===== src/design/modbus_meter_poll_receiver_core_assert.svh =====
// Assertion macros shared by the Modbus meter poll receiver RTL.
`ifndef MODBUS_METER_POLL_RECEIVER_CORE_ASSERT_SVH
`define MODBUS_METER_POLL_RECEIVER_CORE_ASSERT_SVH

// Same-cycle implication, sampled on clk, off while rst is high.
`define MMPR_ASSERT_IMPLIES(label, ante, cons, msg) \
  label: assert property (@(posedge clk) disable iff (rst) (ante) |-> (cons)) \
    else $error(msg);

// Next-cycle implication, sampled on clk, off while rst is high.
`define MMPR_ASSERT_NEXT(label, ante, cons, msg) \
  label: assert property (@(posedge clk) disable iff (rst) (ante) |=> (cons)) \
    else $error(msg);

`endif


===== src/design/mmpr_pkg.sv =====
// Package with types, constants and CRC helpers of the Modbus meter poll receiver.
package mmpr_pkg;

  // Reply frame: address, function, byte count, 20 data bytes, CRC low, CRC high.
  localparam int RESPONSE_BYTES = 25;
  localparam int COUNT_W        = $clog2(RESPONSE_BYTES + 1);
  localparam int SHIFT_DEPTH    = RESPONSE_BYTES - 1;

  // Request frame.
  localparam int REQ_BYTES = 8;
  localparam int BEAT_W    = $clog2(REQ_BYTES);

  // Configuration port.
  localparam int CFG_INDEX_W = 2;
  localparam int CFG_DATA_W  = 16;
  localparam logic [CFG_INDEX_W-1:0] REG_DEVICE_ADDRESS   = 2'd0;
  localparam logic [CFG_INDEX_W-1:0] REG_POLL_INTERVAL    = 2'd1;
  localparam logic [CFG_INDEX_W-1:0] REG_RESPONSE_TIMEOUT = 2'd2;

  localparam logic [7:0]  DEVICE_ADDRESS_RESET   = 8'd248;
  localparam logic [15:0] POLL_INTERVAL_RESET    = 16'd1000;
  localparam logic [15:0] RESPONSE_TIMEOUT_RESET = 16'd200;

  // Input item and result kinds.
  localparam logic FUNC_BYTE   = 1'b0;
  localparam logic FUNC_TICK   = 1'b1;
  localparam logic KIND_TX     = 1'b0;
  localparam logic KIND_REPORT = 1'b1;

  typedef enum logic [1:0] {
    STATUS_OK      = 2'd0,
    STATUS_FRAME   = 2'd1,
    STATUS_RANGE   = 2'd2,
    STATUS_TIMEOUT = 2'd3
  } status_t;

  // Modbus read-holding-registers request fields.
  localparam logic [7:0]  FUNC_READ_HOLDING = 8'h03;
  localparam logic [7:0]  START_REG_HI      = 8'h00;
  localparam logic [7:0]  START_REG_LO      = 8'h00;
  localparam logic [7:0]  REG_COUNT_HI      = 8'h00;
  localparam logic [7:0]  REG_COUNT_LO      = 8'h0A;
  localparam logic [15:0] CRC_INIT          = 16'hFFFF;
  localparam logic [15:0] CRC_POLY          = 16'hA001;
  localparam logic [15:0] TICK_SAT          = 16'hFFFF;

  // Byte offsets of the decoded registers inside the reply frame.
  localparam int OFS_ADDR    = 0;
  localparam int OFS_FUNC    = 1;
  localparam int OFS_VOLTAGE = 3;
  localparam int OFS_CURRENT = 5;
  localparam int OFS_POWER   = 9;
  localparam int OFS_ENERGY  = 13;
  localparam int OFS_FREQ    = 17;
  localparam int OFS_PF      = 19;
  localparam int OFS_ALARM   = 21;
  localparam int OFS_CRC_LO  = RESPONSE_BYTES - 2;
  localparam int OFS_CRC_HI  = RESPONSE_BYTES - 1;

  // Plausibility bounds, inclusive, in raw register units.
  localparam logic [15:0] VOLT_MIN  = 16'd800;
  localparam logic [15:0] VOLT_MAX  = 16'd2700;
  localparam logic [31:0] CURR_MAX  = 32'd100000;
  localparam logic [31:0] POWER_MAX = 32'd300000;
  localparam logic [15:0] FREQ_MIN  = 16'd450;
  localparam logic [15:0] FREQ_MAX  = 16'd650;
  localparam logic [15:0] PF_MAX    = 16'd100;

  // One byte of Modbus CRC16, reflected, LSB first.
  function automatic logic [15:0] crc_byte(input logic [15:0] crc_in, input logic [7:0] b);
    logic [15:0] c;
    c = crc_in ^ {8'h00, b};
    for (int i = 0; i < 8; i++) begin
      c = c[0] ? ((c >> 1) ^ CRC_POLY) : (c >> 1);
    end
    return c;
  endfunction

  // CRC of a whole request; evaluated only on constants.
  function automatic logic [15:0] req_crc_full(input logic [7:0] addr);
    logic [15:0] c;
    c = crc_byte(CRC_INIT, addr);
    c = crc_byte(c, FUNC_READ_HOLDING);
    c = crc_byte(c, START_REG_HI);
    c = crc_byte(c, START_REG_LO);
    c = crc_byte(c, REG_COUNT_HI);
    c = crc_byte(c, REG_COUNT_LO);
    return c;
  endfunction

  // The request CRC is affine in the address byte: a base term plus one
  // column for each address bit.
  localparam logic [15:0] REQ_CRC_BASE = req_crc_full(8'h00);
  localparam logic [15:0] REQ_CRC_COL [8] = '{
    req_crc_full(8'h01) ^ REQ_CRC_BASE,
    req_crc_full(8'h02) ^ REQ_CRC_BASE,
    req_crc_full(8'h04) ^ REQ_CRC_BASE,
    req_crc_full(8'h08) ^ REQ_CRC_BASE,
    req_crc_full(8'h10) ^ REQ_CRC_BASE,
    req_crc_full(8'h20) ^ REQ_CRC_BASE,
    req_crc_full(8'h40) ^ REQ_CRC_BASE,
    req_crc_full(8'h80) ^ REQ_CRC_BASE
  };

endpackage


===== src/design/modbus_meter_poll_receiver_core.sv =====
// Top level of the Modbus RTU meter poll receiver: request, reply check, decode.
//   Input channel (in_valid / in_stall) carries one item per transfer: either
//   a one millisecond tick (func = 1) or a received UART byte (func = 0).
//   Output channel (out_valid / out_stall) carries result items: transmit
//   bytes of a read request (kind = 0) or measurement reports (kind = 1);
//   last marks the final result caused by one input item.
//   Configuration (cfg_write, cfg_index, cfg_data) writes device_address,
//   poll_interval and response_timeout; write only while the block is idle.
// Timing:
//   Each item is decoded in the cycle it is transferred and its first result
//   sits in the output register in the next cycle. A report is one result; a
//   request is eight results, one per cycle from the output register unless
//   out_stall holds them. Sustained rate is one item per cycle unless the
//   output stalls; a request tick holds the input until the last of its eight
//   output transfers. The input takes a new item in the same cycle the last
//   pending result transfers out, so a free-flowing output never idles it.
// Reset (rst, synchronous) clears the output register, the reply tracking,
// the tick counters, the error counter and the held energy and alarm, and
// loads the register defaults. When the receiver stalls, the result and the
// burst position hold and the input stalls as well.
`include "modbus_meter_poll_receiver_core_assert.svh"

module modbus_meter_poll_receiver_core (
  input  logic                               clk,
  input  logic                               rst,
  // configuration
  input  logic                               cfg_write,
  input  logic [mmpr_pkg::CFG_INDEX_W-1:0]   cfg_index,
  input  logic [mmpr_pkg::CFG_DATA_W-1:0]    cfg_data,
  // input items
  input  logic                               in_valid,
  output logic                               in_stall,
  input  logic                               func,
  input  logic [7:0]                         rx_byte,
  // result items
  output logic                               out_valid,
  input  logic                               out_stall,
  output logic                               kind,
  output logic [7:0]                         tx_byte,
  output logic                               last,
  output logic [1:0]                         status,
  output logic [15:0]                        voltage_dv,
  output logic [31:0]                        current_ma,
  output logic [31:0]                        power_dw,
  output logic [31:0]                        energy_wh,
  output logic [15:0]                        frequency_dhz,
  output logic [15:0]                        power_factor_pct,
  output logic [15:0]                        alarm_word,
  output logic [31:0]                        error_total
);

  localparam int RB = mmpr_pkg::RESPONSE_BYTES;
  localparam int CW = mmpr_pkg::COUNT_W;
  localparam int BW = mmpr_pkg::BEAT_W;

  // Configuration registers.
  logic [7:0]  device_address;
  logic [15:0] poll_interval;
  logic [15:0] response_timeout;

  // Poll and reply tracking state.
  logic          awaiting_reply;
  logic [15:0]   poll_ticks;
  logic [15:0]   wait_ticks;
  logic [CW-1:0] byte_count;
  logic [15:0]   running_crc;
  logic [31:0]   error_counter;
  logic [31:0]   held_energy;
  logic [15:0]   held_alarm;

  // Reply bytes, newest in entry 0; the final byte is taken straight from the input.
  logic [7:0] frame_shift [mmpr_pkg::SHIFT_DEPTH];

  // Request burst position in the output register.
  logic [BW-1:0] beat;

  // Handshake.
  logic in_fire;
  logic out_fire;
  logic is_byte;
  logic is_tick;

  // Byte path.
  logic          take_byte;
  logic          frame_done;
  logic [15:0]   crc_next;
  logic [CW-1:0] count_inc;
  logic [7:0]    frame_byte [RB];
  logic [15:0]   recv_crc;
  logic          header_ok;
  logic          range_ok;
  logic [15:0]   dec_voltage;
  logic [31:0]   dec_current;
  logic [31:0]   dec_power;
  logic [31:0]   dec_energy;
  logic [15:0]   dec_freq;
  logic [15:0]   dec_pf;
  logic [15:0]   dec_alarm;

  // Tick path.
  logic [15:0] poll_sat;
  logic [15:0] wait_sat;
  logic        timeout_hit;
  logic        start_req;

  // Report assembly.
  logic                  report_now;
  logic                  err_inc;
  logic [31:0]           error_next;
  logic [31:0]           held_energy_next;
  logic [15:0]           held_alarm_next;
  mmpr_pkg::status_t     status_next;
  logic                  pass_values;

  // Request bytes.
  logic [15:0]   req_crc;
  logic [7:0]    req_bytes [mmpr_pkg::REQ_BYTES];
  logic [BW-1:0] beat_inc;

  // ---------------------------------------------------------------------------
  // Handshake: hold the input while any result is pending, except when the
  // last pending result transfers out in this cycle.
  // ---------------------------------------------------------------------------
  assign out_fire = out_valid & ~out_stall;
  assign in_stall = out_valid & ~(out_fire & last);
  assign in_fire  = in_valid & ~in_stall;
  assign is_byte  = in_fire & (func == mmpr_pkg::FUNC_BYTE);
  assign is_tick  = in_fire & (func == mmpr_pkg::FUNC_TICK);

  // ---------------------------------------------------------------------------
  // Byte path: fold the byte into the CRC, check and decode on the final byte.
  // Bytes while idle are dropped.
  // ---------------------------------------------------------------------------
  assign take_byte  = is_byte & awaiting_reply;
  assign frame_done = take_byte & (byte_count == CW'(RB - 1));
  assign crc_next   = mmpr_pkg::crc_byte(running_crc, rx_byte);
  assign count_inc  = byte_count + CW'(1);

  always_comb begin
    for (int i = 0; i < RB - 1; i++) begin
      frame_byte[i] = frame_shift[RB - 2 - i];
    end
    frame_byte[RB - 1] = rx_byte;
  end

  assign recv_crc = {frame_byte[mmpr_pkg::OFS_CRC_HI], frame_byte[mmpr_pkg::OFS_CRC_LO]};

  assign header_ok = (frame_byte[mmpr_pkg::OFS_ADDR] == device_address) &&
                     (frame_byte[mmpr_pkg::OFS_FUNC] == mmpr_pkg::FUNC_READ_HOLDING) &&
                     (recv_crc == running_crc);

  // Meter registers are big-endian.
  assign dec_voltage = {frame_byte[mmpr_pkg::OFS_VOLTAGE], frame_byte[mmpr_pkg::OFS_VOLTAGE + 1]};
  assign dec_current = {frame_byte[mmpr_pkg::OFS_CURRENT],     frame_byte[mmpr_pkg::OFS_CURRENT + 1],
                        frame_byte[mmpr_pkg::OFS_CURRENT + 2], frame_byte[mmpr_pkg::OFS_CURRENT + 3]};
  assign dec_power   = {frame_byte[mmpr_pkg::OFS_POWER],     frame_byte[mmpr_pkg::OFS_POWER + 1],
                        frame_byte[mmpr_pkg::OFS_POWER + 2], frame_byte[mmpr_pkg::OFS_POWER + 3]};
  assign dec_energy  = {frame_byte[mmpr_pkg::OFS_ENERGY],     frame_byte[mmpr_pkg::OFS_ENERGY + 1],
                        frame_byte[mmpr_pkg::OFS_ENERGY + 2], frame_byte[mmpr_pkg::OFS_ENERGY + 3]};
  assign dec_freq    = {frame_byte[mmpr_pkg::OFS_FREQ], frame_byte[mmpr_pkg::OFS_FREQ + 1]};
  assign dec_pf      = {frame_byte[mmpr_pkg::OFS_PF],   frame_byte[mmpr_pkg::OFS_PF + 1]};
  assign dec_alarm   = {frame_byte[mmpr_pkg::OFS_ALARM], frame_byte[mmpr_pkg::OFS_ALARM + 1]};

  assign range_ok = (dec_voltage >= mmpr_pkg::VOLT_MIN) && (dec_voltage <= mmpr_pkg::VOLT_MAX) &&
                    (dec_current <= mmpr_pkg::CURR_MAX) && (dec_power <= mmpr_pkg::POWER_MAX) &&
                    (dec_freq >= mmpr_pkg::FREQ_MIN) && (dec_freq <= mmpr_pkg::FREQ_MAX) &&
                    (dec_pf <= mmpr_pkg::PF_MAX);

  // ---------------------------------------------------------------------------
  // Tick path: saturating counters, timeout while awaiting, request when idle.
  // ---------------------------------------------------------------------------
  assign poll_sat = (poll_ticks == mmpr_pkg::TICK_SAT) ? poll_ticks : poll_ticks + 16'd1;
  assign wait_sat = (wait_ticks == mmpr_pkg::TICK_SAT) ? wait_ticks : wait_ticks + 16'd1;

  assign timeout_hit = is_tick & awaiting_reply & (wait_sat >= response_timeout);
  assign start_req   = is_tick & ~awaiting_reply & (poll_sat >= poll_interval);

  // ---------------------------------------------------------------------------
  // Report assembly: errors count before they are reported; energy and alarm
  // latch from any frame that passes the header and CRC checks.
  // ---------------------------------------------------------------------------
  assign report_now       = frame_done | timeout_hit;
  assign err_inc          = (frame_done & ~header_ok) | timeout_hit;
  assign error_next       = error_counter + {31'd0, err_inc};
  assign held_energy_next = (frame_done & header_ok) ? dec_energy : held_energy;
  assign held_alarm_next  = (frame_done & header_ok) ? dec_alarm  : held_alarm;
  assign pass_values      = frame_done & header_ok & range_ok;

  always_comb begin
    priority if (timeout_hit) begin
      status_next = mmpr_pkg::STATUS_TIMEOUT;
    end else if (!header_ok) begin
      status_next = mmpr_pkg::STATUS_FRAME;
    end else if (!range_ok) begin
      status_next = mmpr_pkg::STATUS_RANGE;
    end else begin
      status_next = mmpr_pkg::STATUS_OK;
    end
  end

  // ---------------------------------------------------------------------------
  // Request bytes: the CRC is a base value plus one column per address bit.
  // ---------------------------------------------------------------------------
  always_comb begin
    req_crc = mmpr_pkg::REQ_CRC_BASE;
    for (int k = 0; k < 8; k++) begin
      if (device_address[k]) begin
        req_crc = req_crc ^ mmpr_pkg::REQ_CRC_COL[k];
      end
    end
  end

  always_comb begin
    req_bytes[0] = device_address;
    req_bytes[1] = mmpr_pkg::FUNC_READ_HOLDING;
    req_bytes[2] = mmpr_pkg::START_REG_HI;
    req_bytes[3] = mmpr_pkg::START_REG_LO;
    req_bytes[4] = mmpr_pkg::REG_COUNT_HI;
    req_bytes[5] = mmpr_pkg::REG_COUNT_LO;
    req_bytes[6] = req_crc[7:0];
    req_bytes[7] = req_crc[15:8];
  end

  assign beat_inc = beat + BW'(1);

  // ---------------------------------------------------------------------------
  // Configuration registers.
  // ---------------------------------------------------------------------------
  always_ff @(posedge clk) begin
    if (rst) begin
      device_address   <= mmpr_pkg::DEVICE_ADDRESS_RESET;
      poll_interval    <= mmpr_pkg::POLL_INTERVAL_RESET;
      response_timeout <= mmpr_pkg::RESPONSE_TIMEOUT_RESET;
    end else if (cfg_write) begin
      unique case (cfg_index)
        mmpr_pkg::REG_DEVICE_ADDRESS:   device_address   <= cfg_data[7:0];
        mmpr_pkg::REG_POLL_INTERVAL:    poll_interval    <= cfg_data;
        mmpr_pkg::REG_RESPONSE_TIMEOUT: response_timeout <= cfg_data;
        default: ;
      endcase
    end
  end

  // ---------------------------------------------------------------------------
  // Poll and reply state.
  // ---------------------------------------------------------------------------
  always_ff @(posedge clk) begin
    if (rst) begin
      awaiting_reply <= 1'b0;
      poll_ticks     <= '0;
      wait_ticks     <= '0;
      byte_count     <= '0;
      running_crc    <= mmpr_pkg::CRC_INIT;
      error_counter  <= '0;
      held_energy    <= '0;
      held_alarm     <= '0;
    end else begin
      error_counter <= error_next;
      held_energy   <= held_energy_next;
      held_alarm    <= held_alarm_next;

      if (is_tick) begin
        poll_ticks <= start_req ? '0 : poll_sat;
        if (awaiting_reply) begin
          wait_ticks <= wait_sat;
        end
      end

      if (timeout_hit) begin
        awaiting_reply <= 1'b0;
        byte_count     <= '0;
      end

      if (start_req) begin
        awaiting_reply <= 1'b1;
        wait_ticks     <= '0;
        byte_count     <= '0;
        running_crc    <= mmpr_pkg::CRC_INIT;
      end

      if (take_byte) begin
        // The two CRC bytes of the reply stay out of the running CRC.
        if (byte_count < CW'(RB - 2)) begin
          running_crc <= crc_next;
        end
        byte_count <= frame_done ? '0 : count_inc;
        if (frame_done) begin
          awaiting_reply <= 1'b0;
        end
      end
    end
  end

  // Reply shift line: advance on every captured byte.
  always_ff @(posedge clk) begin
    if (take_byte) begin
      frame_shift[0] <= rx_byte;
      for (int i = 1; i < mmpr_pkg::SHIFT_DEPTH; i++) begin
        frame_shift[i] <= frame_shift[i - 1];
      end
    end
  end

  // ---------------------------------------------------------------------------
  // Output register control: an item that causes a result loads it, otherwise a transfer
  // advances the request burst or empties it on the last result.
  // ---------------------------------------------------------------------------
  always_ff @(posedge clk) begin
    if (rst) begin
      out_valid <= 1'b0;
      beat      <= '0;
    end else begin
      priority if (start_req) begin
        out_valid <= 1'b1;
        beat      <= '0;
      end else if (report_now) begin
        out_valid <= 1'b1;
      end else if (out_fire) begin
        if (last) begin
          out_valid <= 1'b0;
        end else begin
          beat <= beat_inc;
        end
      end else begin
        // hold the register
      end
    end
  end

  // Output payload.
  always_ff @(posedge clk) begin
    priority if (start_req) begin
      kind             <= mmpr_pkg::KIND_TX;
      tx_byte          <= req_bytes[0];
      last             <= 1'b0;
      status           <= mmpr_pkg::STATUS_OK;
      voltage_dv       <= '0;
      current_ma       <= '0;
      power_dw         <= '0;
      energy_wh        <= '0;
      frequency_dhz    <= '0;
      power_factor_pct <= '0;
      alarm_word       <= '0;
      error_total      <= '0;
    end else if (report_now) begin
      kind             <= mmpr_pkg::KIND_REPORT;
      tx_byte          <= '0;
      last             <= 1'b1;
      status           <= status_next;
      voltage_dv       <= pass_values ? dec_voltage : '0;
      current_ma       <= pass_values ? dec_current : '0;
      power_dw         <= pass_values ? dec_power   : '0;
      energy_wh        <= held_energy_next;
      frequency_dhz    <= pass_values ? dec_freq    : '0;
      power_factor_pct <= pass_values ? dec_pf      : '0;
      alarm_word       <= held_alarm_next;
      error_total      <= error_next;
    end else if (out_fire && !last) begin
      tx_byte <= req_bytes[beat_inc];
      last    <= (beat_inc == BW'(mmpr_pkg::REQ_BYTES - 1));
    end else begin
      // hold the payload
    end
  end

  // ---------------------------------------------------------------------------
  // Assertions.
  // ---------------------------------------------------------------------------
  `MMPR_ASSERT_IMPLIES(a_accept_only_when_drained, in_fire, !out_valid || (out_fire && last), "input transfer while a result is still pending")
  `MMPR_ASSERT_NEXT(a_burst_continues, out_fire && (kind == mmpr_pkg::KIND_TX) && !last, out_valid && (kind == mmpr_pkg::KIND_TX), "request burst broke off before its last byte")
  `MMPR_ASSERT_IMPLIES(a_idle_count_clear, !awaiting_reply, byte_count == '0, "reply byte count nonzero while idle")
  `MMPR_ASSERT_IMPLIES(a_error_fields_zero, out_valid && (kind == mmpr_pkg::KIND_REPORT) && (status != mmpr_pkg::STATUS_OK), (voltage_dv == '0) && (current_ma == '0) && (power_dw == '0), "measurement fields not cleared on a failed report")
  `MMPR_ASSERT_NEXT(a_request_start, start_req, awaiting_reply && out_valid && (kind == mmpr_pkg::KIND_TX) && (tx_byte == $past(device_address)), "request did not start with the device address")

endmodule

===== config.mk =====
export PLATFORM = sky130hd
export DESIGN_NAME = modbus_meter_poll_receiver_core
export DESIGN_NICKNAME = d
export VERILOG_FILES = /design/src/design/mmpr_pkg.sv /design/src/design/modbus_meter_poll_receiver_core.sv
export VERILOG_INCLUDE_DIRS = /design/src /design/src/design
export SDC_FILE = /design/constraint.sdc
export NUM_CORES = 1
export LEC_CHECK = 0
export ABC_AREA = 1
export BUFFER_PORTS_ARGS = -buffer_cell sky130_fd_sc_hd__buf_2
export CAP_MARGIN = 20
export CORE_UTILIZATION = 58
export DETAILED_ROUTE_END_ITERATION = 8
export PLACE_DENSITY = 0.79
export SLEW_MARGIN = 20
export SYNTH_ARGS = -nofsm -noshare
export SYNTH_HDL_FRONTEND = slang
export SYNTH_SLANG_ARGS = --single-unit
export TNS_END_PERCENT = 50

===== constraint.sdc =====
create_clock -name clk -period 21.1 [get_ports clk]
set_clock_uncertainty 0.2 [all_clocks]
set_input_delay 6.33 -clock clk [delete_from_list [all_inputs] [get_ports clk]]
set_output_delay 6.33 -clock clk [all_outputs]
set_load 0.005 [all_outputs]

== Yosys cells after proc, flatten, opt, wreduce, memory -nomap -nowiden ==
Memory sizes are Yosys's and may differ from the RTL's.
Index checks and enable logic that the tools add are counted.

* Reductions and logical operators: 23
* Bitwise gates (word level): 42
* Mux-type cells: 54
* $add $sub $neg: 5
* Equal/unequal tests: 9
* Magnitude comparators: 11

{| class="wikitable"
|+ Operator list
! kind !! count
|-
| $mux 16 || 24
|-
| $mux 32 || 3
|-
| $mux 8 || 5
|-
| $add 16x1->16 const B || 2
|-
| $add 32x1->32 || 1
|-
| $eq 16x16->1 const B || 2
|-
| $ge 16x16->1 || 2
|-
| $le 32x17->1 const B || 1
|-
| $le 32x19->1 const B || 1
|-
| $mux 15 || 2
|-
| $bmux 8 s3 || 1
|-
| $not 2->3 || 8
|-
| $mux 5 || 4
|-
| $eq 16x16->1 || 1
|-
| $ge 16x10->1 const B || 1
|-
| $ge 16x9->1 const B || 1
|-
| $le 16x10->1 const B || 1
|-
| $le 16x12->1 const B || 1
|-
| $le 16x7->1 const B || 1
|-
| $xor 16x8->16 || 1
|-
| $and 1x1->1 || 15
|-
| $not 5->5 || 3
|-
| $mux 1 || 12
|-
| $reduce_bool 3->1 || 4
|-
| 23 further kinds || 47
|}

* Input port bits: 32
* Logic and storage cells: 170
* Bits in registers: 382
* Bits in writable memories: 192
* Output and inout bits: 206
* Memories kept: 1

{| class="wikitable"
|+ Memory list
! name !! words !! bits a word !! read ports !! clocked after Yosys merged registers in !! wr ports !! RTL line !! RTL
|-
| frame_shift || 24 || 8 || 24 || 0 || 24 || modbus_meter_poll_receiver_core.sv:72 || <nowiki>logic [7:0] frame_shift [mmpr_pkg::SHIFT_DEPTH];</nowiki>
|}

== Logic depth before layout (Yosys ltp) ==
* Depth after elaboration: 21
* Depth in mapped cells: 33
* Depth with buffers taken out: 33

== Worst setup path after synthesis ==
No wires, ideal clock.

* Path type: input to register
* Start point: in out_stall
* End point: reg error_total[30]
* Data arrival time: 13.457 ns
* Setup slack: 7.374 ns
* Library setup time: 0.069 ns
* Path buffers: 0
* Data required time: 20.831 ns
* Stages: 20
* Path through: o21ai_4 -> nand2_4 -> nor3_4 -> nand2_2 -> inv_2 -> nand2_1 -> nand2_1 -> ha_1 -> ha_1 -> nand2_1 -> nor2_1 -> nand2_1 -> nor2_1 -> nand2_1 -> nor2_2 -> nand3_1 -> nor2_1 -> xor2_1 -> inv_1 -> o21ai_1

* Cells in the longest elaborated chain, start to end: 13
* Elaborated cells on any way between the ends: 19
* Classes of those cells: add/sub (1); bitwise (18)

{| class="wikitable"
|+ Ends and longest elaborated chain
! element !! RTL line !! RTL
|-
| start, declared || modbus_meter_poll_receiver_core.sv:37 || <nowiki>input logic out_stall,</nowiki>
|-
| $not 1->1 (*) || modbus_meter_poll_receiver_core.sv:124 || <nowiki>assign out_fire = out_valid & ~out_stall;</nowiki>
|-
| $and 1x1->1 (*) || modbus_meter_poll_receiver_core.sv:124 ||
|-
| $and 1x1->1 (*) || modbus_meter_poll_receiver_core.sv:125 || <nowiki>assign in_stall = out_valid & ~(out_fire & last);</nowiki>
|-
| $not 1->1 (*) || modbus_meter_poll_receiver_core.sv:125 ||
|-
| $and 1x1->1 (*) || modbus_meter_poll_receiver_core.sv:125 ||
|-
| $not 1->1 (*) || modbus_meter_poll_receiver_core.sv:126 || <nowiki>assign in_fire = in_valid & ~in_stall;</nowiki>
|-
| $and 1x1->1 (*) || modbus_meter_poll_receiver_core.sv:126 ||
|-
| $and 1x1->1 (*) || modbus_meter_poll_receiver_core.sv:127 || <nowiki>assign is_byte = in_fire & (func == mmpr_pkg::FUNC_BYTE);</nowiki>
|-
| $and 1x1->1 (*) || modbus_meter_poll_receiver_core.sv:134 || <nowiki>assign take_byte = is_byte & awaiting_reply;</nowiki>
|-
| net take_byte || modbus_meter_poll_receiver_core.sv:84 || <nowiki>logic take_byte;</nowiki>
|-
| $and 1x1->1 (*) || modbus_meter_poll_receiver_core.sv:135 || <nowiki>assign frame_done = take_byte & (byte_count == CW'(RB - 1));</nowiki>
|-
| $and 1x1->1 || modbus_meter_poll_receiver_core.sv:183 || <nowiki>assign err_inc = (frame_done & ~header_ok) | timeout_hit;</nowiki>
|-
| $or 1x1->1 || modbus_meter_poll_receiver_core.sv:183 ||
|-
| $add 32x1->32 || modbus_meter_poll_receiver_core.sv:184 || <nowiki>assign error_next = error_counter + {31'd0, err_inc};</nowiki>
|-
| end signal, assigned || modbus_meter_poll_receiver_core.sv:357 || <nowiki>error_total <= error_next;</nowiki>
|-
| end, declared || modbus_meter_poll_receiver_core.sv:49 || <nowiki>output logic [31:0] error_total</nowiki>
|}

The timed path passes the listed nets; every way through them passes the cells marked *.
A chain may end at the register's enable or synchronous reset.

== Final worst setup path ==
* Start point: in out_stall
* End point: out in_stall

* Cells in the longest elaborated chain, start to end: 5

{| class="wikitable"
|+ Ends and longest elaborated chain
! element !! RTL line !! RTL
|-
| $not 1->1 || modbus_meter_poll_receiver_core.sv:124 ||
|-
| $and 1x1->1 || modbus_meter_poll_receiver_core.sv:124 ||
|-
| $and 1x1->1 || modbus_meter_poll_receiver_core.sv:125 ||
|-
| $not 1->1 || modbus_meter_poll_receiver_core.sv:125 ||
|-
| $and 1x1->1 || modbus_meter_poll_receiver_core.sv:125 ||
|-
| end, declared || modbus_meter_poll_receiver_core.sv:32 || <nowiki>output logic in_stall,</nowiki>
|}

Every way passes these cells.

==> results.cfg <==
[floorplanning]
die_area_um2 = 39500
initial_core_util = 0.593
die_x_um = 199
ios = 238
core_area_um2 = 37900
die_h_um = 199
core.rowCount = 71

[clock_network]
hold_buffers = 0
cts_sinks = 574
ctsLongestPathBuffers = 3
cts_resized = 0
numCtsBuffers = 56
clock-root-buffer = clkbuf_16
cts_tree = built
path_clk_slew_ns = 0.06
post-cts-setup-buffer-count = 0
htree_levels = 2
clk_latency_ns = 0.61

[logic_synthesis]
ys_seq_area_frac = 0.600
synth_top_flop_cell = dfxtp_1
syn_inst = 2452
yosysUniqueCellTypes = 48
muxShareOfSynthArea = 0.000445
synth_top_family_by_area = simple AND/OR/NAND/NOR gates
synth_top_area_frac = 0.333
synth_area_leaders = dfxtp_1 33%, edfxtp_1 27%, nand2_1 8.8%, inv_1 5.3%, nor2_1 4.2%
syn-cell-area_um2 = 22500
synth_simple_gate_area_share = 0.180
synthAdderAreaFrac = 0.0228
synth_compound_area_frac = 0.0862
ys_ff_latch = 574
yosys.area.top_type = dfxtp_1
synth_edf_count = 200
avgSynthCellArea_um2 = 9.17
async_flop_share = 0
synth-warning-count = 0
synth_xor_area_frac = 0.0351
synthesis.nets = 2525

[route]
wl_mm = 51.0
first_pass_iters = 7
via_per_inst = 5.28
drt_iter0_drc = 1325
antenna_left = 0
wl_per_cell_um = 15.8
drc = 0
vias = 17063

[setup_path]
crit_buf_inv = 3
startpoint = out_stall
critical_path_arrival_ns = 6.84
critPathCaptureType = output port
rr_startpoint = poll_ticks[0]
crit_path_frequent_cell = buf_2
path_cells = buf_2 -> o21ai_4 -> inv_1 -> buf_2
crit_type = in -> out
crit_path_start_kind = input pin
cp_max_fo = 3
path_delay_family = buffers and inverters
cp_slowest_stage_delay_ns = 0.20
cpMaxStageDelayCell = o21ai_4
cp.required_ns = 14.57

[grt]
globalRouteOverflowTotal = 0
grt_max_degree = 197
track_usage = 0.260
grt_pass1_wl_mm = 81.5
first_global_vias = 16319
antenna_found_initial = 2

[power]
power_frac_seq = 0.513
clkPwrFrac = 0.455
switching_share = 0.206
leakage_nw = 11.4
p_comb_frac = 0.032
peakVddDrop_v = 0.0000555
powerDensity_nw_per_um2 = 87.7
power.switching_w = 0.000469
p_int_w = 0.00180

[layout]
synthToLayoutAreaGrowth_pct = 15.2
drive_gt1_frac = 0.131
fin_area_um2 = 25900
fin_cells = 3233
fin_nets = 2746

[placement]
globalplace.congestion = 0.949
dp_hpwl_mm = 34.2
port_buffers = 237
dp_cells = 3126
place_area_um2 = 23900

[timing]
report.final.slew_viol_count = 0
finalCritPeriodShare = 0.634
relSlewSlack = 0.251
rsz0062_at_grt = no
setup_viol = 0
min_period_ns = 13.37
worst_pin_slew_ns = 1.12
setup_tns_ns = 0
finalHoldViolations = 0
max_freq_mhz = 74.8

[worst_hold_path]
min_path_type = reg -> reg
hold_start = frame_shift[2][45]

[outcome]
status = complete, no violations

[run]
cap_violations = 0
[cell type report]
class                   instances  area, µm²
flip-flops and latches        574      13500
fillers                      2862      12000
multi-input cells            1467       7310
clock buffers                  90       1760
repair buffers                247       1270
inverters                     327       1230
well taps                     511        639
clock inverters                16        198
diodes                          1       2.50
[worst paths after layout]
check / endpoint / slack [ns] / cells after the start
setup / recovery: in_stall / 7.73 / 4
hold / removal: frame_shift[2][53] / 0.22 / 0
setup reg to reg: energy_wh[5] / 15.40 / 21
hold reg to reg: frame_shift[2][53] / 0.22 / 0
[stage by stage]
step                total power (W)  setup slack [ns]  utilization  hold WS [ns]
floorplan                   0.00123              7.37            -         0.200
global placement            0.00126              7.73        0.631         0.209
detailed placement          0.00126              7.73        0.631         0.206
CTS                         0.00229              7.73        0.683         0.220
global route                0.00234              7.70        0.683         0.229
finish                      0.00227              7.73        0.683         0.216
[cell usage after synthesis, types with 29 or more instances]
| master | number |
|---|---|
| ha_1 | 41 |
| xor2_1 | 63 |
| dfxtp_1 | 374 |
| nand4_1 | 29 |
| nand3_1 | 103 |
| edfxtp_1 | 200 |
| inv_1 | 318 |
| nor2_1 | 253 |
| nor3_1 | 32 |
| a21oi_1 | 75 |
| o21ai_1 | 81 |
| clkbuf_1 | 46 |
| o21ai_0 | 155 |
| nand2_1 | 528 |
[power by group through the flow]
stage	sequential (W)	clock [W]	combinational, W
after CTS	0.00117	0.00105	0.0000722
after global placement	0.00119	0	0.0000681
final	0.00117	0.00103	0.0000721
after detailed placement	0.00119	0	0.0000714
after global routing	0.00117	0.00109	0.0000830
after floorplan	0.00119	0	0.0000402
[state kept, by name (all words and copies together), names as in the netlist, 32 cells and up]
signal,flops
energy_wh,32
frame_shift,192
error_counter,32
held_energy,32
power_dw,32
current_ma,32
error_total,32
[layer usage]
metal / part of all wire / wire length, µm / vias up / track usage
met1: 0.43 / 21800 / 7987 / 0.333
met2: 0.47 / 24000 / 556 / 0.431
met5: 0.00026 / 13 / - / 0
met3: 0.071 / 3600 / 120 / 0.0583
li1: - / - / 8398 / -
met4: 0.030 / 1520 / 2 / 0.0949
[logic make-up after synthesis]
kind of cell / count (synthesis)
AND/OR/NAND/NOR: 975
multiplexers: 1
buffers and inverters: 411
XOR/XNOR: 90
adder cells (fa/ha/maj): 41
AO/OA/AOI/OAI: 360
flip-flops: 574
[layout by cell type (no fill, tap or decap), types with 29 or more instances in the layout]
cell / instances
ha_1: 41
nor3_1: 32
nand2_1: 528
nor2_1: 252
dfxtp_1: 374
buf_2: 237
a21oi_1: 75
xor2_1: 63
edfxtp_1: 200
nand4_1: 29
clkbuf_16: 61
o21ai_1: 81
o21ai_0: 155
nand3_1: 103
inv_1: 318
Note: power is estimated with default switching activity, not from simulation.
